$ cat src/rtl/vrd_pkg.sv
`default_nettype none

package vrd_pkg;

  // 1/64 degree units: one full turn and the bias that makes any input positive
  localparam int DEG_TURN = 23040;
  localparam int DEG_BIAS = 3 * DEG_TURN;

  // u / 45 via reciprocal: q = (u * RECIP45) >> RECIP45_SHIFT, exact for u < 23040
  localparam int ZDIV          = 45;
  localparam int RECIP45       = 46604;
  localparam int RECIP45_SHIFT = 21;
  localparam int ZFRAC_W       = 23;
  localparam int Q_W           = 32 - ZFRAC_W;

  // inverse CORDIC gain, Q0.32
  localparam logic [31:0] KINV_Q32 = 32'd2608131496;

  localparam int ATAN_LEN = 24;
  localparam int OUT_W    = 17;

  typedef logic [0:ATAN_LEN-1][31:0] atan_tab_t;
  typedef logic [0:ZDIV-1][ZFRAC_W-1:0] zfrac_tab_t;

  // atan(2^-i) in binary angle units, 2^32 per turn
  localparam atan_tab_t ATAN_TAB = '{
    32'd536870912, 32'd316933406, 32'd167458907, 32'd85004756,
    32'd42667331,  32'd21354465,  32'd10679838,  32'd5340245,
    32'd2670163,   32'd1335087,   32'd667544,    32'd333772,
    32'd166886,    32'd83443,     32'd41722,     32'd20861,
    32'd10430,     32'd5215,      32'd2608,      32'd1304,
    32'd652,       32'd326,       32'd163,       32'd81
  };

  // fractional part of the binary angle for remainder r of u / 45:
  // floor((r * 2^23 + 22) / 45), built at elaboration
  function automatic zfrac_tab_t build_zfrac();
    zfrac_tab_t tab;
    longint     n;
    tab = '0;
    for (int r = 0; r < ZDIV; r++) begin
      n = (longint'(r) << ZFRAC_W) + 64'sd22;
      tab[r] = ZFRAC_W'(n / 45);
    end
    return tab;
  endfunction

  localparam zfrac_tab_t ZFRAC_TAB = build_zfrac();

endpackage

`default_nettype wire

$ cat src/rtl/vrd_front.sv
`default_nettype none

module vrd_front (
  input  wire logic               clk,
  input  wire logic               rst,
  input  wire logic               in_valid,
  input  wire logic signed [15:0] x_in,
  input  wire logic signed [15:0] y_in,
  input  wire logic signed [15:0] angle_deg,
  output logic                    out_valid,
  output logic signed [16:0]      x,
  output logic signed [16:0]      y,
  output logic signed [31:0]      z
);
  import vrd_pkg::*;

  // stage 0: angle modulo one turn
  logic signed [17:0] t_full;
  logic [16:0]        t;
  logic [14:0]        u_next;
  logic               v0;
  logic [14:0]        u0;
  logic signed [15:0] x0, y0;

  assign t_full = 18'(angle_deg) + 18'(DEG_BIAS);
  assign t      = t_full[16:0];

  always_comb begin
    if (t >= 17'(4 * DEG_TURN)) begin
      u_next = 15'(t - 17'(4 * DEG_TURN));
    end else if (t >= 17'(3 * DEG_TURN)) begin
      u_next = 15'(t - 17'(3 * DEG_TURN));
    end else if (t >= 17'(2 * DEG_TURN)) begin
      u_next = 15'(t - 17'(2 * DEG_TURN));
    end else begin
      u_next = 15'(t - 17'(DEG_TURN));
    end
  end

  always_ff @(posedge clk) begin
    if (rst) begin
      v0 <= 1'b0;
    end else begin
      v0 <= in_valid;
    end
  end

  always_ff @(posedge clk) begin
    u0 <= u_next;
    x0 <= x_in;
    y0 <= y_in;
  end

  // stage 1: quotient u / 45
  logic [30:0]        qprod;
  logic               v1;
  logic [14:0]        u1;
  logic [Q_W-1:0]     q1;
  logic signed [15:0] x1, y1;

  assign qprod = 31'(u0) * 31'(RECIP45);

  always_ff @(posedge clk) begin
    if (rst) begin
      v1 <= 1'b0;
    end else begin
      v1 <= v0;
    end
  end

  always_ff @(posedge clk) begin
    u1 <= u0;
    q1 <= qprod[RECIP45_SHIFT +: Q_W];
    x1 <= x0;
    y1 <= y0;
  end

  // stage 2: binary angle, then fold into [-90, +90] degrees
  logic [14:0]        q45;
  logic [14:0]        rem;
  logic [5:0]         r;
  logic signed [31:0] zb;
  logic               fold;
  logic signed [16:0] x1e, y1e;

  assign q45  = 15'(q1) * 15'(ZDIV);
  assign rem  = u1 - q45;
  assign r    = rem[5:0];
  assign zb   = $signed({q1, ZFRAC_TAB[r]});
  assign fold = (zb > 32'sd1073741824) || (zb < -32'sd1073741824);
  assign x1e  = 17'(x1);
  assign y1e  = 17'(y1);

  always_ff @(posedge clk) begin
    if (rst) begin
      out_valid <= 1'b0;
    end else begin
      out_valid <= v1;
    end
  end

  // a move of half a turn is a flip of the sign bit of the binary angle
  always_ff @(posedge clk) begin
    z <= {zb[31] ^ fold, zb[30:0]};
    x <= fold ? -x1e : x1e;
    y <= fold ? -y1e : y1e;
  end

`ifndef SYNTH
  a_turn_range : assert property (@(posedge clk) disable iff (rst)
    v0 |-> (u0 < 15'(DEG_TURN)))
    else $error("reduced angle out of one turn");

  a_rem_range : assert property (@(posedge clk) disable iff (rst)
    v1 |-> (rem < 15'(ZDIV)))
    else $error("reciprocal quotient off by one");

  a_fold_range : assert property (@(posedge clk) disable iff (rst)
    out_valid |-> ((z >= -32'sd1073741824) && (z <= 32'sd1073741824)))
    else $error("folded angle beyond quarter turn");
`endif

endmodule

`default_nettype wire

$ cat config.mk
export PLATFORM = sky130hd
export DESIGN_NAME = vrd_front
export DESIGN_NICKNAME = d
export VERILOG_FILES = /design/src/rtl/vrd_pkg.sv /design/src/rtl/vrd_front.sv
export SDC_FILE = /design/constraint.sdc
export NUM_CORES = 1
export LEC_CHECK = 0
export ABC_CLOCK_PERIOD_IN_PS = 5600
export BUFFER_PORTS_ARGS = -buffer_cell sky130_fd_sc_hd__clkbuf_2
export CAP_MARGIN = 0
export CORE_ASPECT_RATIO = 0.6
export CORE_UTILIZATION = 45
export CTS_BUF_LIST = sky130_fd_sc_hd__clkbuf_4 sky130_fd_sc_hd__clkbuf_8
export DETAILED_ROUTE_END_ITERATION = 6
export GPL_ROUTABILITY_DRIVEN = 0
export PLACE_DENSITY = 0.69
export RECOVER_POWER = 25
export REMOVE_ABC_BUFFERS = 1
export SLEW_MARGIN = 20
export SYNTH_ARGS = -nofsm -noshare
export SYNTH_HDL_FRONTEND = slang
export SYNTH_SLANG_ARGS = --single-unit
$ cat constraint.sdc
create_clock -name clk -period 5.6 [get_ports clk]
set_input_delay 0.28 -clock clk [delete_from_list [all_inputs] [get_ports clk]]
set_output_delay 0.28 -clock clk [all_outputs]
set_load 0.03 [all_outputs]
# Yosys cells after proc, flatten, opt, wreduce, memory -nomap -nowiden
# Memories as Yosys holds them, arrays and structs flattened.
# Cells that the tools add are included.
# classes
shift	0
n_eq_ne	0
add_sub_neg	8
n_mux	7
n_reduce_logical	1
bitwise	2
n_mul	2
n_div	0
n_lt_le_gt_ge	6
# op_table
operator	n
$mux 23	2
$mux 15	3
$ge 17x17->1 const B	2
$mux 17	2
$neg 16->17	2
$gt 32x32->1 const B	1
$lt 32x31->1 const B	1
$sub 15x15->15 const B	2
$mul 15x14->28 const B	1
$add 16x17->17 const B	1
$ge 17x16->1 const B	1
$sub 15x12->15 const B	1
$sub 15x14->15 const B	1
$mul 9x6->6 const B	1
$ge 7x7->1 const B	1
$not 6->7	1
$sub 6x6->6	1
$logic_or 1x1->1	1
$xor 1x1->1	1
# totals
mem_count	1
input_bits	51
regBits	163
output_inout_bits	67
latch_bits	0
romBits	1472
ram_bits	0
wordCells	40
# memory_table
name	depth	width	rd	rd_ports_with_merged_regs	write_ports	line	source
(no name shown)	64	23	1	0	0	vrd_front.sv:89	assign zb = $signed({q1, ZFRAC_TAB[r]});

# Logic depth before layout (Yosys ltp)
# depth
depth_word	9
depth_mapped	20
depth_no_buf	20

# Worst setup path after synthesis
# OpenSTA, ideal clock, no wires.
# synth_path
path_kind	register -> register
start	register u0[3]
end	register q1[7]
t_required_ns	5.477
slack_ns	0.173
stages_incl_launch_ff	20
synth_period_minus_slack_ns	5.427
n_path_buf	0
setup_ns	0.123
t_arrival_ns	5.303
cell_sequence	dfxtp_1 > ha_1 > xor2_1 > ha_1 > fa_1 > fa_1 > fa_1 > inv_1 > fa_1 > inv_1 > ha_1 > a21o_1 > a21oi_1 > nor2b_1 > o21ai_0 > a21oi_1 > o41a_1 > o41ai_1 > o21bai_1 > xor2_1
# synth_via
elab_chain_len	1
# synth_lines
item	line	source
start, declared	vrd_front.sv:22	logic [14:0] u0;
start signal, assigned	vrd_front.sv:49	u0 <= u_next;
$mul 15x14->28	vrd_front.sv:61	assign qprod = 31'(u0) * 31'(RECIP45);
net qprod[28]	vrd_front.sv:55	logic [30:0] qprod;
end signal, assigned	vrd_front.sv:73	q1 <= qprod[RECIP45_SHIFT +: Q_W];
end, declared	vrd_front.sv:58	logic [Q_W-1:0] q1;
# The timed path passes the listed nets, and every way through them passes these cells.
# A chain may end at the register's enable or synchronous reset.

# Final worst setup path
# Ends and elaborated chain as after synthesis.

==> summary.md <==
| Metric | Value |
|---|---|
| WP data arrival | about 5.7 ns |
| Clk buf depth | 2 |
| Latest clock arrival within the worst-skew pair | 0.45 ns |
| Area share of the largest cell type after synthesis | 32.2% |
| HP Class | in2reg |
| Critical Path Source Type | flop |
| GRT Residual Overflow | 0 |
| GRT Util Overall | 21.4% |
| Yosys cell types | 80 |
| Asr flop ratio synth | 0% |
| Post-synth EDFFs | 0 |
| Worst path max stage delay | 0.56 ns |
| Final critical-path required period | 5.34 ns |
| Worst EP required | 5.93 ns |
| Clock root buffer | clkbuf_8 |
| Post-Syn Area | 9750 sq um |
| Maximum fanout along the worst path | 5 |
| Commonest non-fill, non-tap cell in the layout | dfxtp_1 |
| Avg Inst Size Synth | 9.80 sq um |
| Syn Inst Count | just under 1k |
| Die Wd | about 190 microns |
| Nets | 1,400 |
| Initial Utilization | a little under half |
| Status | completed |
| CP Cell Sequence | buf_4, ha_1, ha_1, fa_1, fa_1, inv_1, fa_1, fa_1, inv_1, ha_1, a21o_1, a21oi_1, nor2b_1, o21ai_0, a21oi_1, o41a_1, o41ai_2, buf_4, o21bai_1, xor2_1 |
| First drt pass iteration count | 5 |
| DRT Wirelength | 23.0 mm |
| Final Setup Violations | 0 |
| Max Clk Rate | 187 MHz |
| Antenna violations before repair | 0 |
| Reg area | approximately 3100 sq um |
| Synth top area cells | dfxtp_1 (32%), ha_1 (19%), fa_1 (9.9%), inv_1 (4.9%), xnor2_1 (2.4%) |
| Site row count | between 40 and 50 |
| CP top delay family | adder cells |
| Most frequent cells in the layout | dfxtp_1 (155), ha_1 (144), inv_1 (128) |
| Final worst slack | 0.256 ns |
| Pin count of the biggest net entering global routing | 52 |
| DR WL/cell | 15.9 microns |
| WHS | 0.0496 ns |
| Drt initial violations | 607 |
| Max_cap viols | 0 |
| Number of synthesized register bits | between 150 and 200 |
| Clk_skew | roughly 0.016 ns |
| Final Util | 54.4% |
| CTS tree | done |
| Final HPWL DP | 17.5 mm |
| Input/output buffers | 117 |
| Final Hold Fails | 0 |
| Area of the multi-input gates | 6000 sq um |
| Vias in the first global route | 7,258 |
| CTS Buf Count | 17 |
| Die Y | between 100 and 150 microns |
| Area growth syn-to-layout | 17.9% |
| Reg clk slew, reported paths | approximately 0.10 ns |
| Measured slew at the worst slew-check pin | between 0.7 and 0.8 ns |
| Via Count | 7,710 |
| Post-synth top flop | dfxtp_1 |
| Synth warn | 0 |
| RSZ-0062 raised after global routing | false |
| Dpl ws | 0.0404 ns |
| Register area share after synthesis | 32.2% |
| CP Capture Type | flop |
| First-pass GRT wire length | ~37 mm |
| ANT nets after route | 0 |
| # DRC | 0 |
| Rel. slew slack | 47.4% |
| CP most frequent cell | fa_1 |
| Area of the core | between 20,000 and 25,000 sq um |
| Setup slack, reg-to-reg | ~0.26 ns |
| CP Class | reg2reg |
| Slowest stage cell, crit path | fa_1 |
| Fillers | approximately 1.9k |
| ANT cells | 0 |
| Slew Limit Fails | 0 |
| CP Buf/Inv Count | 4 |
| CTS sink cnt | 157 |
| H-tree levels | 4 |
| Number of top-level pins | 118 |
| Via/cell ratio | 5.32 |
| TNS Setup | 0 ns |
| Tcrit/Tclk final | between 90 and 100% |
| Share of post-route cells with drive strength above 1 | between 10% and 20% |
| Yosys top cell by area | dfxtp_1 |
| Die Area | 22,300 sq um |
[state kept, by name, summed over array words and instances, names as in the netlist]
register   flops
u1             6
x1            16
y             17
x             17
z             26
y0            16
q1             9
y1            16
v1             1
u0            15
v0             1
out_valid      1
x0            16
[final timing paths]
check,cells past startpoint,endpoint,start
max,20,q1[7],u0[3]
min,2,v0,in_valid
max reg2reg,20,q1[7],u0[3]
min reg2reg,0,x1[12],x0[12]
[cell usage after synthesis, drive strengths merged, types with 7 or more instances]
library cell,n
ha,145
mux2i,7
o21ai,42
fa,48
nor2,53
a211oi,7
nand3,18
buf,17
o221ai,12
xnor2,29
o41ai,10
dfxtp,157
xor2,12
clkbuf,17
inv,129
nand2,47
o21a,10
a21oi,34
nor4,9
nor3b,9
or3,17
a31oi,17
nor3,29
o211ai,10
a21o,13
[per-layer routing]
layer  wire length, microns  global-route usage [%]  part of all wire, %
met1                  12200                    33.8                   53
met2                   8980                    28.8                   39
met3                   1680                    4.78                  7.3
met4                    188                    4.41                 0.82
met5                      0                       0                    0
[per-stage QoR]
step | std cells | instance area, sq um
finish | 1448 | 11500
global route | 1448 | 11500
CTS | 1446 | 11400
detailed placement | 1373 | 10700
global placement | 1373 | 10600
floorplan | 961 | 9580
[kinds of logic after synthesis]
group / share of synthesized area, %
AND/OR/NAND/NOR: 11.8
AO/OA/AOI/OAI: 14.5
adder cells (fa/ha/maj): 28.5
buffers and inverters: 6.82
flip-flops: 32.2
XOR/XNOR: 4.45
multiplexers: 1.76
[timing repair]
action,4_1_cts,5_1_grt
setup buffers,0,1
endpoints found under the setup margin,0,19
resized for setup,0,7
hold buffers,41,1
endpoints found under the hold margin,41,1
[worst register-to-register path: stages (launching register included)]
cell and delay (ns):
dfxtp_1 0.35, buf_4 0.17, ha_1 0.35, ha_1 0.34
fa_1 0.48, fa_1 0.56, inv_1 0.06, fa_1 0.43
fa_1 0.49, inv_1 0.04, ha_1 0.32, a21o_1 0.19
a21oi_1 0.14, nor2b_1 0.06, o21ai_0 0.16, a21oi_1 0.11
o41a_1 0.39, o41ai_2 0.22, buf_4 0.17, o21bai_1 0.07
xor2_1 0.14
[cell type report]
type / count / share of cell area (%)
Clock buffer: 17 / 2.04
Timing Repair Buffer: 176 / 9.86
Sequential cell: 157 / 27.4
Clock inverter: 15 / 1.30
Inverter: 130 / 4.24
Multi-Input combinational cell: 674 / 52.2
Tap cell: 279 / 3.04
Power is not shown: default switching activity piles up to over one toggle a cycle in this logic, so the estimate is an artifact.
