--- config.mk ---
export PLATFORM = sky130hd
export DESIGN_NAME = vrd_rot
export DESIGN_NICKNAME = d
export VERILOG_FILES = /design/src/rtl/vrd_rot.sv
export SDC_FILE = /design/constraint.sdc
export NUM_CORES = 1
export LEC_CHECK = 0
export BUFFER_PORTS_ARGS = -buffer_cell sky130_fd_sc_hd__clkbuf_2
export CORE_ASPECT_RATIO = 2
export CORE_MARGIN = 1
export CORE_UTILIZATION = 30
export CTS_BUF_LIST = sky130_fd_sc_hd__clkbuf_8 sky130_fd_sc_hd__clkbuf_16
export DETAILED_ROUTE_END_ITERATION = 10
export PLACE_DENSITY = 0.47
export SETUP_SLACK_MARGIN = 0.4
export SLEW_MARGIN = 20
export SYNTH_ARGS = -nofsm -noshare
export SYNTH_HDL_FRONTEND = slang
export SYNTH_SLANG_ARGS = --single-unit
--- constraint.sdc ---
create_clock -name clk -period 8.1 [get_ports clk]
set_clock_uncertainty 0.15 [all_clocks]
set_input_delay 1.62 -clock clk [delete_from_list [all_inputs] [get_ports clk]]
set_output_delay 1.62 -clock clk [all_outputs]
set_load 0.1 [all_outputs]
--- src/rtl/vrd_rot.sv ---
`default_nettype none

module vrd_rot #(
  parameter int          W     = 34,
  parameter int          SHIFT = 0,
  parameter logic [31:0] ATAN  = 32'd0
) (
  input  wire logic               clk,
  input  wire logic               rst,
  input  wire logic               in_valid,
  input  wire logic signed [W-1:0] x_in,
  input  wire logic signed [W-1:0] y_in,
  input  wire logic signed [31:0] z_in,
  output logic                    out_valid,
  output logic signed [W-1:0]     x,
  output logic signed [W-1:0]     y,
  output logic signed [31:0]      z
);

  logic signed [W-1:0] xs, ys;
  logic                ccw;

  assign xs  = x_in >>> SHIFT;
  assign ys  = y_in >>> SHIFT;
  assign ccw = !z_in[31];

  always_ff @(posedge clk) begin
    if (rst) begin
      out_valid <= 1'b0;
    end else begin
      out_valid <= in_valid;
    end
  end

  always_ff @(posedge clk) begin
    x <= ccw ? x_in - ys : x_in + ys;
    y <= ccw ? y_in + xs : y_in - xs;
    z <= ccw ? z_in - $signed(ATAN) : z_in + $signed(ATAN);
  end

endmodule

`default_nettype wire

Word-level counts from Yosys, hierarchy flattened:

Index checks and enable logic that the tools add are counted.

* flip-flop bits (word level): 101
* latch bits: 0
* bits in writable memories: 0
* memory bits (read-only): 0
* input bits: 103
* output and inout port bits: 101
* memories: 0

* add/subtract/negate cells: 3
* $mul: 0
* divide/modulo/power cells: 0
* magnitude comparators: 0
* equality and inequality tests: 0
* shift operators: 0
* mux-type cells: 2
* bitwise gates (word level): 0
* reductions and logical operators: 0

Operator list (count)
* 2-to-1 mux 34 bit: 2
* subtractor 34 bit: 2
* adder 34 bit: 1

Longest topological paths before layout:

Gate-level depths: netlist (run 1).

* depth after elaboration: 2
* depth in mapped cells: 12
* depth with buffers taken out: 12

Worst setup path after synthesis (run 1):

OpenSTA, ideal clock, no wires.

* path type: in2reg
* start point: in x_in[26]
* end point: reg y[32]
* library setup time: 0.072 ns
* data arrival time: 3.947 ns
* required time: 7.878 ns
* path slack: 3.930 ns
* stages on the path: 12
* cell sequence: inv_1 ha_1 buf_6 or4_4 nor3_4 nand3_1 or4_1 o21ai_2 o31a_1 a311oi_1 o22ai_1 xnor2_1

* word-level cells in the longest chain between the ends: 2
* elaborated cells between the ends (all ways): 3
* classes of those cells: 2 x add/sub; 1 x mux

Ends and longest elaborated chain
* start, declared: RTL line 11 `input wire logic signed [W-1:0] x_in,`
* adder 34 bit or subtractor 34 bit (tied branches): RTL line 37 `y <= ccw ? y_in + xs : y_in - xs;`
* 2-to-1 mux 34 bit (*): RTL line 37
* end signal, assigned: RTL line 37
* end, declared: RTL line 16 `output logic signed [W-1:0] y,`

Every way passes the cells marked *; elsewhere a longest branch is shown, timed or not.
A chain may end at the register's enable or synchronous reset.

Worst setup path after layout (run 1):

* start point: in x_in[0]
* end point: reg x[30]

* word-level cells in the longest chain between the ends: 2
* elaborated cells between the ends (all ways): 3
* classes of those cells: 2 x add/sub; 1 x mux

Ends and longest elaborated chain
* subtractor 34 bit or adder 34 bit (tied branches): RTL line 36 `x <= ccw ? x_in - ys : x_in + ys;`
* 2-to-1 mux 34 bit (*): RTL line 36
* end signal, assigned: RTL line 36
* end, declared: RTL line 15 `output logic signed [W-1:0] x,`

Marks and branches as above.

==> flow_summary.ini, run 1 <==
[status]
status = complete, no violations

[logic_synthesis]
synth_ff_type = dfxtp_1
syn_inst = 966
ys_types = 73
synth_top_area_cell = dfxtp_1
synth.avg_cell_area_sq_um = 7.98
ys_ff_latch = 100
synthArstFlopShare_pct = 0
synth_area_leaders = dfxtp_1 26%, ha_1 16%, a21oi_1 6.6%, xnor2_1 6.3%, inv_1 4.9%
synth_edf_count = 0
netlist_area_sq_um = 7710
yosys_warnings = 0
yosysSeqAreaShare_pct = 26.0
syn_nets = 1172
synth_top_area_share_pct = 26.0

[timing]
fin_crit_sh_pct = 57.2
timing.slew.headroom_pct = 49.5
fin_crit_ns = 4.63
rsz0062_at_grt = no
timing.fmax_mhz = 216
setup_viol_count_final = 0
worst_pin_slew_ns = 0.757
setup_slack_ns = 3.47
tns_ns = 0
final_hold_viol_count = 0
drv_slew = 0

[worst_setup_path]
crit_buf_inv = 1
slowest_stage = a21boi_1
crit_path_end_kind = flop
required_ns = 8.27
critPathKind = input pin to flop
cp_top_family = compound AO/OA/AOI/OAI gates
worstPathArrival_ns = 4.80
worstPathCellList = clkbuf_2 -> ha_1 -> fa_1 -> nor2b_1 -> o21ai_0 -> nand4b_1 -> a21oi_2 -> o211ai_1 -> a21boi_1 -> nor4_1 -> or4_1 -> nand2_1
crit_fanout = 6
critPathMaxStageDelay_ns = 0.47
critPathLaunchType = input pin

[pwr]
power_density_nw_per_um2 = 255
ir_drop_mv = 0.114
power_frac_comb_pct = 52.4
p_int_mw = 1.13
p_leak_nw = 4.47
p_sw_share_pct = 52.3
pwr-share-clk_pct = 21.8
seqPwrFrac_pct = 25.9
p_sw_mw = 1.24

[detailed_routing]
vias_per_cell = 5.10
wl_met3_um = 938
drtAntennaViolNets = 0
num_vias = 7537
wl_met2_um = 15000
drt_iter0_markers = 375
wl_met1_um = 9400
highest_layer = met4
drt_wl_total_um = 26700
routedWlPerCell_um = 18.1
firstDrtPassIters = 5
drc = 0

[clock_network]
holdBufCountCts = 0
tritoncts = built
post_cts.repair.setup_buffers = 0
post_cts_resized = 0
clk_pin_slew_ns = 0.07
clock_path_buffers = 2
clockRootBuffer = clkbuf_16
cts_buffers = 9
numClockSinks = 100
cts_max_level = 3

[floorplanning]
start_util_pct = 30.7
die_y_um = 229
die_w_um = 115
row_count = 82
dieArea_sq_um = 26400
io_pins = 204
core_sq_um = 25100

[finish]
design_area_sq_um = 9320
final_nets = 1344
multi_input_area_sq_um = 5130
drive_above_1_share_pct = 20.6
num_antenna_cells = 0
layout_commonest_cell = clkbuf_2
regArea_sq_um = 2000
final_cell_mix = 203 x clkbuf_2, 101 x a21oi_1, 100 x ha_1, 100 x dfxtp_1, 99 x inv_1
area_growth_syn_to_layout_pct = 21.0
fillCellCount = 2732

[grt]
grt_start_max_net_pins = 65
grt_pass1_wl_um = 40600
gr-total-overflow = 0
antenna_found_initial = 0
grt_pass1_vias = 7561
track_usage_pct = 20.6

[placement]
place_congestion = 0.903
dpl.hpwl_um = 21800
place_ws_ns = 3.12
place_area_sq_um = 8970
io_buffers = 203

[hold_path]
holdCritPathClass = input pin to flop

[flow_run]
maxCapViolCount = 0
## routing by layer
metal	vias to the layer above	GRT usage [%]
met5	-	0
met4	0	12.3
met3	73	2.86
met1	3524	19.6
li1	3702	-
met2	238	40.0
## power by group through the flow
stage	logic (mW)	clock network, mW	registers [mW]
finish	1.24	0.517	0.613
global route	1.30	0.552	0.621
CTS	1.25	0.539	0.615
detailed placement	1.24	0	0.626
global placement	1.24	0	0.624
floorplan	0.351	0	1.27
## cells in the mapped netlist (all sizes together) (4+ instances only)
| cell | number |
|---|---|
| clkbuf | 26 |
| o31ai | 8 |
| buf | 18 |
| o211ai | 13 |
| mux2i | 19 |
| nor4 | 8 |
| ha | 100 |
| nand4 | 13 |
| inv | 102 |
| nand2b | 9 |
| nand3b | 4 |
| nor3b | 4 |
| and3 | 4 |
| xnor2 | 55 |
| xor2 | 8 |
| o21bai | 17 |
| o21ai | 66 |
| nor2 | 81 |
| nor2b | 17 |
| o31a | 7 |
| a21o | 14 |
| and2 | 5 |
| nand2 | 38 |
| dfxtp | 100 |
| o22ai | 4 |
| nand3 | 14 |
| a221o | 4 |
| o21a | 8 |
| a31oi | 4 |
| a211oi | 12 |
| nor3 | 20 |
| a21oi | 102 |
| or3 | 8 |
| or4 | 6 |
## per-stage QoR
stage / power [mW] / util (%) / hold slack (ns) / std cells
6_report: 2.37 / 37.1 / 1.19 / 1479
5_1_grt: 2.47 / 37.1 / 1.17 / 1479
4_1_cts: 2.40 / 37.1 / 1.16 / 1479
3_5_place_dp: 1.87 / 35.7 / 1.57 / 1463
3_3_place_gp: 1.87 / 35.7 / 1.57 / 1463
2_1_floorplan: 1.62 / - / 1.50 / 966
## registers in the layout (all words and copies together), names as in the netlist
| register | count |
|---|---|
| z | 32 |
| y | 33 |
| out_valid | 1 |
| x | 34 |
## cells by family (layout without fill, tap and decap cells)
family / count (synthesis) / count (layout) / synth area share, %
mux: 19 / 19 / 2.47
flops: 100 / 100 / 26.0
fa+ha+maj: 103 / 103 / 17.0
compound gates: 296 / 296 / 24.5
simple gates: 236 / 236 / 15.4
xor+xnor: 63 / 63 / 7.16
buf+inv: 149 / 326 / 7.50
## worst paths after layout
kind	startpoint	endpoint	cells after the start
max	x_in[0]	x[30]	12
min	z_in[20]	z[20]	1
## area by class of cell
cell class / count / share of cell area (%)
flip-flops and latches: 100 / 21.5
repair buffers: 205 / 11.1
well taps: 336 / 4.51
clock inverters: 7 / 1.32
inverters: 105 / 4.23
multi-input cells: 717 / 55.0
clock buffers: 9 / 2.42
Power figures use the tool's default switching activity.
==> run 2, diff against run 1 <==
Clock period 8.1 ns to 4.5 ns, I/O delays scaled along.
==> run 2 against run 1 <==
Compared with the run above:
- combinational power rose by 83%
- sequential share of layout area down 0.24 points
- critical path depth unchanged
- wire length up 1.5%
- via count rose by 0.60%
- largest cell class unchanged
- largest power group unchanged
==> flow_summary.ini, run 2 (synthesis results as in run 1) <==
[grt]
antenna_found_initial = 0
grt_start_max_net_pins = 64
grt_pass1_wl_um = 41100
track_usage_pct = 20.9
gr-total-overflow = 0
grt_pass1_vias = 7637

[worst_setup_path]
crit_path_end_kind = flop
slowest_stage = a2111oi_0
worstPathArrival_ns = 3.97
crit_fanout = 11
required_ns = 4.59
crit_top_cell = nand3_1
worstPathCellList = clkbuf_2 -> inv_1 -> ha_1 -> nor3b_1 -> a2111oi_0 -> nand3_1 -> a32oi_1 -> nand3_1 -> and2_1 -> o21ai_1 -> a211oi_1 -> xor2_1
crit_buf_inv = 2
critPathLaunchType = input pin
critPathKind = input pin to flop
critPathMaxStageDelay_ns = 0.63
cp_top_family = compound AO/OA/AOI/OAI gates

[finish]
final_cell_mix = 203 x clkbuf_2, 101 x a21oi_1, 100 x ha_1, 100 x dfxtp_1, 99 x inv_1
biggestRegsByFlops = x (34), y (33), z (32)
layout_commonest_cell = clkbuf_2
top_register = x
area_growth_syn_to_layout_pct = 22.3
final_nets = 1358
num_antenna_cells = 0
fillCellCount = 2720
drive_above_1_share_pct = 21.5
largest_reg_flops = 34
layout.cells.non_filler = 1493

[timing]
drv_slew = 0
fin_crit_ns = 3.88
worst_pin_slew_ns = 0.783
timing.fmax_mhz = 258
final_hold_viol_count = 0
timing.slew.headroom_pct = 46.5
tns_ns = 0
rsz0062_at_grt = no
fin_crit_sh_pct = 86.3
setup_viol_count_final = 0

[floorplanning]
core_sq_um = 25100
die_y_um = 229
dieArea_sq_um = 26400
die_w_um = 115
start_util_pct = 30.7
row_count = 82
io_pins = 204

[status]
status = complete, no violations

[detailed_routing]
drtAntennaViolNets = 0
highest_layer = met4
drt_iter0_markers = 385
wl_met3_um = 1070
wl_met2_um = 15000
routedWlPerCell_um = 18.2
drc = 0
wl_met1_um = 9430
drt_wl_total_um = 27100
firstDrtPassIters = 6
vias_per_cell = 5.08
num_vias = 7582

[flow_run]
maxCapViolCount = 0

[pwr]
ir_drop_mv = 0.258
power_frac_comb_pct = 52.9
power_density_nw_per_um2 = 455
p_leak_nw = 4.54
p_sw_share_pct = 52.2
pwr-share-clk_pct = 21.5
seqPwrFrac_pct = 25.6
p_sw_mw = 2.24
p_int_mw = 2.05

[clock_network]
clock_path_buffers = 2
tritoncts = built
clk_pin_slew_ns = 0.07
post_cts_resized = 0
cts_max_level = 3
post_cts.repair.setup_buffers = 0
numClockSinks = 100
cts_buffers = 9
holdBufCountCts = 0
clockRootBuffer = clkbuf_16

[placement]
place_congestion = 0.943
dpl.hpwl_um = 22500
io_buffers = 203
post-place-cells = 1477

[hold_path]
holdCritPathClass = input pin to flop
[run 2: cell count changes in the layout (fill, tap and decap cells not counted), sizes merged]
cell / change
buf: +14
[run 2: metal layers]
metal	vias to the layer above	track usage, %
li1	3728	-
met3	81	3.55
met5	-	0
met2	272	40.0
met1	3501	19.6
met4	0	13.6
[run 2: cell type report]
cell class / count / area, sq um / share of cell area (%)
Clock buffer: 9 / 225 / 2.39
Clock inverter: 7 / 123 / 1.30
Inverter: 105 / 394 / 4.18
Multi-Input combinational cell: 717 / 5130 / 54.4
Sequential cell: 100 / 2000 / 21.2
Tap cell: 336 / 420 / 4.46
Timing Repair Buffer: 219 / 1140 / 12.1
[run 2: per-stage QoR]
| stage | setup slack [ns] | utilization [%] | hold WS [ns] | instance area [sq um] | power, mW |
|---|---|---|---|---|---|
| 3_3_place_gp | 0.360 | 36.1 | 0.853 | 9080 | 3.39 |
| 6_report | 0.618 | 37.5 | 0.478 | 9430 | 4.29 |
| 4_1_cts | 0.701 | 37.5 | 0.454 | 9430 | 4.33 |
| 5_1_grt | 0.415 | 37.5 | 0.454 | 9430 | 4.48 |
| 2_1_floorplan | 1.05 | - | 0.778 | 7710 | 2.91 |
| 3_5_place_dp | 0.324 | 36.1 | 0.854 | 9080 | 3.39 |
[run 2: path summary, 6_finish.rpt]
kind              startpoint     to  slack (ns)  cells after the start
hold / removal       z_in[1]   z[1]        0.48                      1
setup / recovery     x_in[9]  y[31]        0.62                     12
[run 2: power groups by stage]
stage	sequential [mW]	clock [mW]	combinational, mW
final	1.10	0.924	2.27
after global routing	1.11	0.994	2.37
after CTS	1.10	0.959	2.27
after detailed placement	1.12	0	2.27
after global placement	1.12	0	2.27
after floorplan	2.28	0	0.631
==> run 3, diff against run 2 <==
Clock period 4.5 ns to 4.4 ns, I/O delays scaled along.
==> run 3 against run 2 <==
Compared with the run above:
- critical path depth is 2 higher
- flip-flop and latch count is the same
- wire length is 0.24% lower
- sequential share of layout area is 0.12 points lower
- count of clock-buffer cells in the layout grew 1
- cell count is 0.67% higher
- non-clock buffer count up 10
- clock power down 3.8%
- first-iteration DRC count down 15%
- sequential power is essentially flat
==> flow_summary.ini, run 3 (synthesis results as in run 1) <==
[finish]
fillCellCount = 2719
layout_commonest_cell = clkbuf_2
fin_util_pct = 37.7
final_cell_mix = 203 x clkbuf_2, 101 x a21oi_1, 100 x ha_1, 100 x dfxtp_1, 99 x inv_1
final_nets = 1368
area_growth_syn_to_layout_pct = 23.0
num_antenna_cells = 0
largest_reg_flops = 34
top_register = x
drive_above_1_share_pct = 22.2
design_area_sq_um = 9480
biggestRegsByFlops = x (34), y (33), z (32)

[placement]
place_congestion = 0.922
place_area_sq_um = 9160
io_buffers = 203
dpl.hpwl_um = 22600

[grt]
antenna_found_initial = 0
track_usage_pct = 21.0
grt_pass1_wl_um = 41300
gr-total-overflow = 0
grt_pass1_vias = 7791
grt_start_max_net_pins = 64

[clock_network]
post_cts_resized = 0
clockRootBuffer = clkbuf_16
holdBufCountCts = 0
clock_path_buffers = 2
numClockSinks = 100
tritoncts = built
clk_pin_slew_ns = 0.07
post_cts.repair.setup_buffers = 0
cts_buffers = 9
cts_max_level = 3

[timing]
worst_pin_slew_ns = 0.725
fin_crit_sh_pct = 86.1
rsz0062_at_grt = no
fin_hold_ws_ns = 0.458
tns_ns = 0
fin_crit_ns = 3.79
timing.fmax_mhz = 264
setup_viol_count_final = 0
final_hold_viol_count = 0
drv_slew = 0
timing.slew.headroom_pct = 51.7

[worst_setup_path]
required_ns = 4.54
worstPathArrival_ns = 3.93
critPathKind = input pin to flop
crit_cells = 14
crit_path_end_kind = flop
crit_fanout = 3
crit_buf_inv = 3
cp_top_family = compound AO/OA/AOI/OAI gates
slowest_stage = fa_1
critPathMaxStageDelay_ns = 0.42
crit_top_cell = o21ai_1
worstPathCellList = clkbuf_2 -> inv_1 -> ha_1 -> fa_1 -> nor2b_1 -> o31a_1 -> o21ai_1 -> o31a_1 -> o21ai_1 -> buf_4 -> nor2b_1 -> o21ai_0 -> a221o_1 -> o21ai_1
critPathLaunchType = input pin

[floorplanning]
start_util_pct = 30.7
row_count = 82
dieArea_sq_um = 26400
core_sq_um = 25100
die_y_um = 229
io_pins = 204
die_w_um = 115

[pwr]
power_density_nw_per_um2 = 458
p_leak_nw = 4.58
design_power_total_mw = 4.34
ir_drop_mv = 0.231

[detailed_routing]
vias_per_cell = 5.04
drc = 0
drtAntennaViolNets = 0
num_vias = 7579
drt_wl_total_um = 27100
firstDrtPassIters = 5
drt_iter0_markers = 328
routedWlPerCell_um = 18.0

[flow_run]
maxCapViolCount = 0

[hold_path]
holdCritPathClass = input pin to flop
hold_path_depth = 1

[status]
status = complete, no violations
[run 3: layout make-up]
cell class,count,area (sq um),share of cell area (%)
Clock inverter,6,86.3,0.911
Clock buffer,10,239,2.52
Sequential cell,100,2000,21.1
Tap cell,336,420,4.43
Inverter,105,394,4.16
Multi-Input combinational cell,717,5130,54.1
Timing Repair Buffer,229,1210,12.8
[run 3: where the power goes]
group	switching [mW]	internal [mW]
Sequential	0.0554	1.07
Clock	0.375	0.514
Combinational	1.85	0.478
Total	2.28	2.06
[run 3: final timing paths]
path | endpoint | slack, ns | start
worst min-delay path | z[16] | 0.46 | z_in[16]
worst max-delay path | y[30] | 0.61 | y_in[0]
[run 3: metal layers]
layer  GRT usage [%]  up-vias  wire length, um
li1                -     3745                -
met1            19.4     3493             9220
met2            40.7      257            15200
met3            3.21       84             1010
met4            13.7        0             1600
met5               0        -                0
[run 3: metrics by stage]
step	std cells	setup WS (ns)
floorplan	966	0.970
global placement	1487	0.272
detailed placement	1487	0.266
CTS	1503	0.664
global route	1503	0.411
finish	1503	0.614
