$ cat src/rtl/vrd_pkg.sv
`default_nettype none

package vrd_pkg;

  // 1/64 degree units: one full turn and the bias that makes any input positive
  localparam int DEG_TURN = 23040;
  localparam int DEG_BIAS = 3 * DEG_TURN;

  // u / 45 via reciprocal: q = (u * RECIP45) >> RECIP45_SHIFT, exact for u < 23040
  localparam int ZDIV          = 45;
  localparam int RECIP45       = 46604;
  localparam int RECIP45_SHIFT = 21;
  localparam int ZFRAC_W       = 23;
  localparam int Q_W           = 32 - ZFRAC_W;

  // inverse CORDIC gain, Q0.32
  localparam logic [31:0] KINV_Q32 = 32'd2608131496;

  localparam int ATAN_LEN = 24;
  localparam int OUT_W    = 17;

  typedef logic [0:ATAN_LEN-1][31:0] atan_tab_t;
  typedef logic [0:ZDIV-1][ZFRAC_W-1:0] zfrac_tab_t;

  // atan(2^-i) in binary angle units, 2^32 per turn
  localparam atan_tab_t ATAN_TAB = '{
    32'd536870912, 32'd316933406, 32'd167458907, 32'd85004756,
    32'd42667331,  32'd21354465,  32'd10679838,  32'd5340245,
    32'd2670163,   32'd1335087,   32'd667544,    32'd333772,
    32'd166886,    32'd83443,     32'd41722,     32'd20861,
    32'd10430,     32'd5215,      32'd2608,      32'd1304,
    32'd652,       32'd326,       32'd163,       32'd81
  };

  // fractional part of the binary angle for remainder r of u / 45:
  // floor((r * 2^23 + 22) / 45), built at elaboration
  function automatic zfrac_tab_t build_zfrac();
    zfrac_tab_t tab;
    longint     n;
    tab = '0;
    for (int r = 0; r < ZDIV; r++) begin
      n = (longint'(r) << ZFRAC_W) + 64'sd22;
      tab[r] = ZFRAC_W'(n / 45);
    end
    return tab;
  endfunction

  localparam zfrac_tab_t ZFRAC_TAB = build_zfrac();

endpackage

`default_nettype wire

$ cat src/rtl/vrd_scale.sv
`default_nettype none

module vrd_scale #(
  parameter int DATA_WIDTH = 16,
  parameter int W          = DATA_WIDTH + 18
) (
  input  wire logic               clk,
  input  wire logic               rst,
  input  wire logic               in_valid,
  input  wire logic signed [16:0] x_in,
  input  wire logic signed [16:0] y_in,
  input  wire logic signed [31:0] z_in,
  output logic                    out_valid,
  output logic signed [W-1:0]     x,
  output logic signed [W-1:0]     y,
  output logic signed [31:0]      z
);
  import vrd_pkg::*;

  localparam int PW = 50;

  logic signed [PW-1:0] kinv;
  logic signed [PW-1:0] px, py;

  // 17 x 33 signed multiply, then floor shift down to DATA_WIDTH+8 fraction bits
  assign kinv = $signed({18'd0, KINV_Q32});
  assign px   = PW'(x_in) * kinv;
  assign py   = PW'(y_in) * kinv;

  always_ff @(posedge clk) begin
    if (rst) begin
      out_valid <= 1'b0;
    end else begin
      out_valid <= in_valid;
    end
  end

  always_ff @(posedge clk) begin
    x <= W'(px >>> (32 - DATA_WIDTH));
    y <= W'(py >>> (32 - DATA_WIDTH));
    z <= z_in;
  end

endmodule

`default_nettype wire

$ cat config.mk
export PLATFORM = sky130hd
export DESIGN_NAME = vrd_scale
export DESIGN_NICKNAME = d
export VERILOG_FILES = /design/src/rtl/vrd_pkg.sv /design/src/rtl/vrd_scale.sv
export SDC_FILE = /design/constraint.sdc
export NUM_CORES = 1
export LEC_CHECK = 0
export BUFFER_PORTS_ARGS = -buffer_cell sky130_fd_sc_hd__buf_2
export CORE_AREA = 2 2 211 234
export CTS_BUF_LIST = sky130_fd_sc_hd__clkbuf_4 sky130_fd_sc_hd__clkbuf_8
export DETAILED_ROUTE_END_ITERATION = 8
export DIE_AREA = 0 0 213 236
export SYNTH_ARGS = -nofsm -noshare
export SYNTH_HDL_FRONTEND = slang
export SYNTH_SLANG_ARGS = --single-unit
$ cat constraint.sdc
create_clock -name clk -period 10.9 [get_ports clk]
set_input_delay 0 -clock clk [delete_from_list [all_inputs] [get_ports clk]]
set_output_delay 0 -clock clk [all_outputs]
set_load 0.01 [all_outputs]
# After elaboration in Yosys (flattened, before gate mapping)
# Index checks and enable logic that the tools add are counted.
# word_totals
regBits	101
elab_cells	6
out_inout_bits	101
inputBits	69
# classes
n_mul	2
# ops
cell	n
17-bit by 30-bit multiplier with 47-bit output (second input constant)	2

# Logic depth before layout (Yosys ltp)
# Gate-level depths: netlist of the first run.
# logic_depth
depth_word	1
depth_mapped	23
mapped_depth_nobuf	22

# Worst setup path after synthesis of the first run
# No wires, ideal clock.
# synth_timing
kind	input -> register
start	input port y_in[5]
end	register y[32]
n_path_buf	0
stages	20
required_time_ps	10781
setup_slack_ps	5361
setup_time_ps	119
arrival_ps	5420
cell_sequence	fa_1 -> inv_1 -> fa_1 -> inv_1 -> fa_1 -> fa_1 -> inv_1 -> fa_1 -> fa_1 -> inv_1 -> ha_1 -> a21oi_1 -> nand2_1 -> o21ai_0 -> o22ai_1 -> o311ai_1 -> a211oi_1 -> o2111a_1 -> a211o_1 -> xor2_1
# synth_via
elab_chain_cells	1
# synth_lines
item	line_no	rtl
start, declared	vrd_scale.sv:11	input wire logic signed [16:0] y_in,
17-bit by 30-bit multiplier with 47-bit output	vrd_scale.sv:28	assign py = PW'(y_in) * kinv;
named net py[48]	vrd_scale.sv:23	logic signed [PW-1:0] px, py;
end signal, assigned	vrd_scale.sv:40	y <= W'(py >>> (32 - DATA_WIDTH));
end, declared	vrd_scale.sv:15	output logic signed [W-1:0] y,
# The timed path passes the listed nets, and every way through them passes these cells.
# A chain may end at the register's enable or synchronous reset.

# Worst setup path in the final report of the first run
# Ends and elaborated chain as after synthesis.

==> results summary, run 1 <==
The flow ran to the end, and the final reports show no timing, DRC or antenna violations. TritonCTS created 9 clock buffers. The achievable frequency is between 0.15 and 0.2 GHz. The setup TNS after final layout is 0 ps. For this block, the routed nets add up to approximately 52 mm of wire.

The number of max-capacitance violations reported is 0. The standard cell core area is ~48000 sq um. The number of flops mapped to enable cells by yosys is 0. In the synthesized netlist the dominant register cell turns out to be dfxtp_1. The clock transition at the register clock pins on the worst setup and hold paths after CTS came out at around 120 ps. In the post-synthesis netlist, the biggest area contributors are fa_1, ha_1, inv_1. The number of buffers on the longest clock path came out at 2.

The maximum cell stage delay along the critical path came out at about 590 ps. Of the total synthesized cell area, the portion taken by AND, OR, NAND and NOR gates is 0.0418. The distinct cell type count after synthesis came out at slightly below 60. In this run the worst hold path is classified as in2reg. Among the stages of the critical path, the cell type that occurs most often is fa_1. The shortest clock period the worst path allows after layout is 6150 ps.

The worst-case headroom to the max-slew limit is 0.474. The number of slew-limit violations in the final report came out at 0. The height of the die came out at approximately 240 um.

On the critical path, the stage with the largest delay is an instance of fa_1. The area overhead of the layout relative to synthesis is 11.4%. For this design, the sink count on the clock tree is 101. STA puts the critical path data required time at roughly 11000 ps. The post-route cell area came out at roughly 21000 sq um. In the final routed layout, each cell accounts on average for ~19 um. The remaining antenna violation count after routing came out at 0. The area fraction of the dominant cell type after synthesis is 0.400.

The final setup violation count is 0. The largest net degree at the start of global routing is 22. Of the total synthesized cell area, the portion taken by XOR and XNOR cells is 0.0278. The synthesized area divided by synthesized cell count is just over 10 sq um. The net count reported at finish came out at 2853.

The number of global-route vias before repair is between 10000 and 15000. The peak fanout along the critical path is 6. The first-pass detailed-route iteration total came out at 5. The average vias per placed instance came out at around 4.8.

The number of antenna violations at the first check in global routing was 1. The number of cells in the finished layout apart from fillers is roughly 2700. Walking the worst path, the cells encountered are buf_2, fa_1, inv_1, fa_1, inv_1, fa_1, fa_1, inv_1, fa_1, fa_1, inv_1, ha_1, a21oi_1, nand2_1, o21ai_0, o22ai_1, o311ai_1, a211oi_1, o2111a_1, a211o_1, xor2_1. Summing over every cut layer, the via total after detailed routing is between 10000 and 15000. By area, the combinational part of the netlist is dominated by adder cells. The overall die width is between 200 and 250 um.

The detailed-placement wirelength estimate is 47.2 mm. The type of the worst setup path is in2reg. The adder and majority gate portion of the synthesized area came out at 0.620.

The synthesized design contains ~100 register bits. Setup repair after global routing left no endpoint under its margin. The routability congestion estimate came out at around 1. The largest area contributor in the netlist is fa_1. The transition time at the pin with the least slew margin is between 700 and 800 ps. The clock tree from TritonCTS is built. The number of core rows is 85.

The overall overflow remaining after global route is 0. The library cell used most frequently in the layout, excluding fill and tap cells, is inv_1. Counting flops with an async set or reset pin after synthesis yields a share of 0. Synthesis handed over a netlist of 1873 instances.

The global routing usage summed across all routing layers is 0.218. The post-route fraction of the period consumed by the critical path came out at 0.564. The type of element launching the critical path is an input pin.

The global-route wire length before repair is ~81 mm. The worst endpoint data arrival time came out at around 6500 ps. During synthesis, Yosys emitted a total of 0 warnings. Post-CTS repair changed the size of 0 cells. The area of the die is between 50000 and 60000 sq um. The count of port buffers added during placement came out at 169. Of the synthesized area, sequential elements account for 0.107. The synthesized netlist occupies a cell area of around 19000 sq um. In this run the clock root is driven by a clkbuf_8. Once placement finished, the instance area stood at slightly above 20000 sq um. For this design the top-level I/O count stands at 170.

Counting tap cells, the placed design contains a total of 2680 instances. The library cells used most frequently in the layout, excluding fill and tap cells, are inv_1, fa_1, ha_1. The layout cell share with drive strength beyond 1 came out at 0.101.

The worst setup path is captured at a flop. The number of nets in the synthesized netlist came out at roughly 2700. The first-iteration detailed-routing DRC count is between 500 and 600. The proportion of synthesized area in mux cells is 0.000595. The number of hold violations in the final report came out at 0. The H-tree level count came out at 3. The synthesized-area fraction occupied by ao, oa, aoi and oai cells came out at 0.0816. The total DRC errors in the routed layout came out at 0.

The starting density of the core came out at 0.393.
-- critical path: cells and delay by family --
kind / cells / cell delay, ps
AOI/OAI and AO/OA: 7 / 2400
and+or+nand+nor: 1 / 70
buffers and inverters: 5 / 400
xor gates and xnor gates: 1 / 140
adders and majority gates: 7 / 3480
-- synth_stat cells (15+ instances only) --
cell type / number
inv_1: 599
fa_1: 378
ha_1: 333
dfxtp_1: 101
a21oi_1: 64
a21o_1: 56
nand2_1: 56
xnor2_1: 36
nor2_1: 32
o21ai_0: 29
xor2_1: 24
nand4_1: 15
-- repair_timing --
action	4_1_cts	5_1_grt
hold buffers	34	0
hold endpoints to repair	33	0
setup buffers	0	0
-- metal layers --
layer | vias up | global-route usage | wire length (um)
met5 | - | 0 | 0
li1 | 6143 | - | -
met3 | 71 | 0.0280 | 1920
met1 | 6559 | 0.267 | 21600
met2 | 255 | 0.387 | 26800
met4 | 0 | 0.0820 | 1820
-- cell type report --
cell class	instances	area (sq um)
Inverter	599	2250
Multi-Input combinational cell	1159	14600
Fill cell	4734	27100
Antenna cell	1	2.50
Timing Repair Buffer	203	1190
Sequential cell	101	2020
Tap cell	652	816
Clock inverter	7	86.3
Clock buffer	9	124
-- worst paths after layout --
check  startpoint  endpoint  slack (ps)  cells past startpoint
min      y_in[16]     y[33]         100                      3
max       y_in[5]     y[32]        4750                     21
-- state kept, by name, indices dropped and copies added, names as in the netlist --
name	cells
out_valid	1
z	32
x	34
y	34
-- through the flow --
step	util	hold WS (ps)	setup WS, ps
2_1_floorplan	-	27.7	5360
3_3_place_gp	0.426	102	4400
3_5_place_dp	0.426	104	4320
4_1_cts	0.438	67.5	4830
5_1_grt	0.438	105	4490
6_report	0.438	101	4750
-- kinds of logic after synthesis --
group	Yosys count
adders and majority gates	711
xor gates and xnor gates	60
AOI/OAI and AO/OA	226
and+or+nand+nor	161
muxes	1
buffers and inverters	613
DFF	101
Power of run 1 is not shown: default switching activity piles up to over one toggle a cycle in this logic, so the estimate is an artifact.
==> inputs of run 2 (changes only) <==
Clock period 10.9 ns to 5.6 ns, I/O delays scaled along.
==> results summary, run 2 (same netlist as run 1, synthesis figures left out) <==
The floorplan has between 80 and 90 rows. The average vias per placed instance came out at between 4 and 5. The number of slew-limit violations in the final report is 0. The number of hold violations in the final report is 0.

The sink count of the clock tree came out at a little over 100. The first-pass detailed-route iteration total came out at 4. Measured along the x axis, the die boundary spans 213 um. The most common library cell in the layout ignoring fill and taps is inv_1. The routed design could run at a clock period as short as 5400 ps.

The remaining antenna violation count after routing is 0. The number of filler instances in the final layout came out at between 4000 and 5000. Across every metal layer, demand over resource in global routing totals 0.231.

The net count reported at finish is about 3100. The layout cell share with drive strength beyond 1 is 0.220. The standard cell core area is approximately 48000 sq um. In the final layout, the registers with the most flip-flops are x x34, y x34, z x32. The mean routed wirelength per cell came out at between 15 and 20 um.

The detailed-placement wirelength estimate is between 50 and 60 mm. Traced cell by cell, the critical path runs through buf_2, fa_1, inv_1, fa_1, inv_1, fa_1, fa_1, inv_1, fa_1, fa_1, inv_2, ha_4, a21oi_2, nand2_1, o21ai_1, buf_4, o22ai_2, o311ai_4, a211oi_2, buf_4, o2111a_2, a211o_1, xor2_1. The count of buffering cells on the critical path with inverters included is 7. In the layout the commonest cells are inv_1, fa_1, ha_1. The routability congestion estimate is approximately 1. The path type of the worst min-delay path is in2reg.

The global-route wire length before repair is 86.5 mm. Setup violations remaining at the end of the flow were counted as 0. The worst endpoint data arrival time is between 5000 and 6000 ps.

The number of antenna violations at the first check in global routing came out at 1. The transition time at the pin with the least slew margin is around 590 ps. Measured against its own limit, the worst slew margin works out to 0.600.

The maximum cell stage delay along the critical path is 610 ps. The final routed wirelength across all metal layers came out at between 50 and 60 mm. The run finished with clean final reports. The peak fanout along the critical path is 4. Buffers inserted during clock tree synthesis total 9. Clock-pin slew was measured on the worst setup and hold paths at around 100 ps. The critical path endpoint category is a flop.

The largest net degree at the start of global routing came out at 19. The overall via count from detail_route is ~14000. The total DRC errors in the routed layout is 0. The number of buffers on the longest clock path is 2.

By instance count, the cell type seen most on the critical path is fa_1. TritonCTS built the clock tree. The count of buffers added on input and output ports is around 170.

The height of the die is roughly 240 um. CTS built an H-tree with a depth of 3. The share of the core filled with cells came out at 0.486.

The overall overflow remaining after global route is 0. The area overhead of the layout relative to synthesis is 23.6%. Based on the critical path, the design can be clocked at up to 0.185 GHz. The post-CTS setup repair buffer count came out at 0. For this configuration, the core starts out at a cell density of 0.393.

The number of max-capacitance violations reported is 0. The CTS root buffer is clkbuf_8. The cell class contributing the biggest share of worst-path delay is adder cells.

The first routing iteration left 519 violations. The type of the worst setup path is in2reg. The number of I/O pins is 170. The area of the die came out at between 50000 and 60000 sq um. The worst setup path is launched from an input pin. The number of global-route vias before repair was approximately 16000. In the finished design, the share of the clock period the worst path needs comes to 0.964. The slowest library cell on the worst path is fa_1.

The data required time of the worst path came out at a little under 6000 ps.
[run 2: cell types whose count changed in the layout (fill, tap and decap cells not counted), sizes merged]
cell | before | now
buf | 169 | 461
bufinv | 0 | 1
clkinv | 4 | 2
[run 2: final cells by class]
class	count	area (sq um)	area share
clock buffer	9	124	0.00529
antenna	1	2.50	0.000107
multi-input combinational	1159	14700	0.629
sequential	101	2020	0.0864
tap	652	816	0.0349
timing repair buffer	495	3380	0.144
clock inverter	6	80.1	0.00342
inverter	599	2250	0.0961
[run 2: final timing paths]
path / startpoint / to / depth (start not counted)
max: y_in[7] / y[32] / 23
min: y_in[16] / y[33] / 4
[run 2: stage by stage]
step | instances | hold WS [ps] | area [sq um] | setup slack (ps) | TNS (ps)
finish | 3022 | 154 | 23400 | 202 | 0
CTS | 3022 | 108 | 23300 | 43.9 | 0
global placement | 2973 | 102 | 22700 | -398 | -3010
global route | 3022 | 141 | 23400 | -1.56 | -2.37
floorplan | 1873 | 27.7 | 18900 | 61.3 | 0
detailed placement | 2973 | 104 | 22700 | -524 | -4230
[run 2: repair_timing]
item	in CTS	in global routing
endpoints found under the hold margin	33	0
gates cloned	0	0
pin swaps	0	12
gates resized for setup	1	23
setup endpoints to repair	1	11
hold buffers	34	0
[run 2: per-layer routing]
| layer | up-vias | global-route usage | wire (um) |
|---|---|---|---|
| met5 | - | 0 | 0 |
| met4 | 0 | 0.105 | 2520 |
| met3 | 95 | 0.0260 | 1660 |
| met2 | 310 | 0.403 | 27900 |
| met1 | 7063 | 0.285 | 23200 |
| li1 | 6738 | - | - |
Power of run 2 is left out for the same reason.
==> inputs of run 3 (changes only) <==
==> constraint.sdc (replaced) <==
create_clock -name clk -period 5.6 [get_ports clk]
set_input_delay 0.28 -clock clk [delete_from_list [all_inputs] [get_ports clk]]
set_output_delay 0.28 -clock clk [all_outputs]
set_load 0.01 [all_outputs]
==> results summary, run 3 (same netlist as run 1, synthesis figures left out) <==
The run finished, with violations left. The final reports fail on setup timing. The achievable frequency came out at around 0.18 GHz.

Clock-pin slew was measured on the worst setup and hold paths at around 110 ps. The number of max-capacitance violations reported is 0. The average vias per placed instance came out at 4.65. The sink count of the clock tree is 101. In the final layout, the registers with the most flip-flops are x x34, y x34, z x32. The path type of the worst min-delay path is in2reg.

The setup TNS after final layout is -27.3 ps. The top cell types in the final layout, fill and taps aside, are inv_1, buf_4, fa_1. The worst setup path is launched from an input pin. The clock passes through at most 2 buffers. Buffers placed on the I/O ports in this run total roughly 170. At the end of routability-driven placement, the weighted congestion stood at between 0.9 and 1. The smallest setup slack after layout is -27.3 ps.

Compared with the post-synthesis result, the final layout area differs by 31.3%. The H-tree level count is 3. The worst pin sits at a relative slew slack of 0.492. The peak fanout along the critical path came out at 3. In the final layout, the share of cells above drive strength 1 is 0.288. The minimum setup slack after placement is -843 ps. The number of filler instances in the final layout is ~4400. In this run the clock root is driven by a clkbuf_8.

The first-iteration detailed-routing DRC count came out at between 600 and 700. The starting density of the core came out at 0.393. The die covers ~50000 sq um. Leaving out fill and tap cells, the most frequent cell in the layout is inv_1. The share of the core filled with cells came out at 0.516. The number of hold violations in the final report came to 0. The post-route fraction of the period consumed by the critical path came out at 1.00.

The shortest clock period the worst path allows after layout is approximately 5600 ps. The number of antenna violations at the first check in global routing is 1. Setup violations remaining at the end of the flow were counted as 1. Wires add up to around 55 mm. In the global route stage, overall resource usage came out at 0.230.

The total clock buffers created by CTS is 9. The mean routed wirelength per cell is 17.6 um. The critical path endpoint category is a flop. The count of nets left with antenna violations once routing finished came out at 0. The path with the worst hold slack has its endpoint at out_valid. The first-pass detailed-route iteration total is 6.

From bottom edge to top edge, the die measures approximately 240 um. The worst endpoint data arrival time is roughly 6000 ps. In this run the most critical hold path is launched from in_valid. The number of global-route vias before repair is 16000. The critical path is of the in2reg type. The clock tree from TritonCTS is built.

Row generation in the floorplan step produced 85 rows. The total DRC errors in the routed layout came out at 0. Setup repair after global routing could not meet its margin everywhere. The area of all sequential standard cells is between 2000 and 2500 sq um. The overall die width is ~210 um. Along the worst hold path, the cell count comes to 2. For this run the aggregate overflow at the end of global routing stands at 0.

The standard cell core area is just under 50000 sq um. The footprint of the multi-input gates came out at approximately 15000 sq um. Entering global routing, the biggest net connects 20 pins.

The number of slew-limit violations in the final report is 0. The HPWL after detailed placement is 49.7 mm. The global-route wire length before repair came out at around 87 mm.

The net count reported at finish came out at around 3300. 170 I/O pins were placed. The transition time at the pin with the least slew margin came out at between 700 and 800 ps. The overall via count from detail_route is about 15000. The data required time of the worst path came out at ~5900 ps.
run 3: cell count changes in the layout (fill, tap and decap cells not counted), moves of 6 or more:
cell and change:
a21oi_1 -12, a21oi_2 +6, a21oi_4 +6, buf_2 -8, buf_4 +106, buf_6 +13
ha_1 -26, ha_4 +21, inv_1 -19, inv_2 +18
run 3: layer usage:
| layer | vias up | routed length (um) | share of wire | track usage |
|---|---|---|---|---|
| met5 | - | 0 | 0 | 0 |
| met4 | 0 | 833 | 0.015 | 0.0428 |
| met3 | 41 | 2570 | 0.046 | 0.0328 |
| met2 | 338 | 26500 | 0.48 | 0.386 |
| met1 | 7231 | 25300 | 0.46 | 0.318 |
| li1 | 6962 | - | - | - |
run 3: per-stage QoR:
stage / area, sq um / std cells / hold WS, ps
after global routing: 24900 / 3134 / 92.3
after floorplan: 18900 / 1873 / 308
after global placement: 23500 / 3071 / 382
after CTS: 24100 / 3121 / 49.8
final: 24900 / 3134 / 108
after detailed placement: 23500 / 3071 / 384
run 3: worst max-delay path, cell delays in order:
cell and delay (ps):
buf_8 100, fa_1 570, inv_2 50, fa_1 510, inv_2 50, fa_1 490, fa_1 520, inv_2 40
fa_1 500, fa_1 550, inv_2 50, ha_4 250, a21oi_4 160, nand2_2 100, o21ai_4 200, buf_6 130
o22ai_4 70, o311ai_2 290, buf_4 200, a211oi_4 90, o2111a_1 300, a211o_1 310, xor2_1 150
run 3: what timing repair did:
item,4_1_cts,5_1_grt
pin swaps,6,74
hold buffers,33,0
gates cloned,0,0
setup endpoints to repair,16,33
resized for setup,15,144
hold endpoints to repair,33,0
setup buffers,1,12
run 3: how the worst max path moves through the flow:
stage / start / end / slack [ps]
2_1_floorplan: y_in[5] / y[32] / 20
3_3_place_gp: y_in[5] / y[31] / -740
3_5_place_dp: y_in[5] / y[31] / -840
4_1_cts: y_in[5] / y[33] / -30
5_1_grt: y_in[6] / y[32] / -210
6_report: y_in[6] / y[32] / -30
run 3: cell type report:
| cell class | count | share of cell area |
|---|---|---|
| Antenna cell | 1 | 0.000101 |
| Clock buffer | 9 | 0.00498 |
| Clock inverter | 7 | 0.00362 |
| Inverter | 599 | 0.0905 |
| Multi-Input combinational cell | 1159 | 0.614 |
| Sequential cell | 101 | 0.0813 |
| Tap cell | 652 | 0.0328 |
| Timing Repair Buffer | 606 | 0.172 |
Power of run 3 is left out for the same reason.
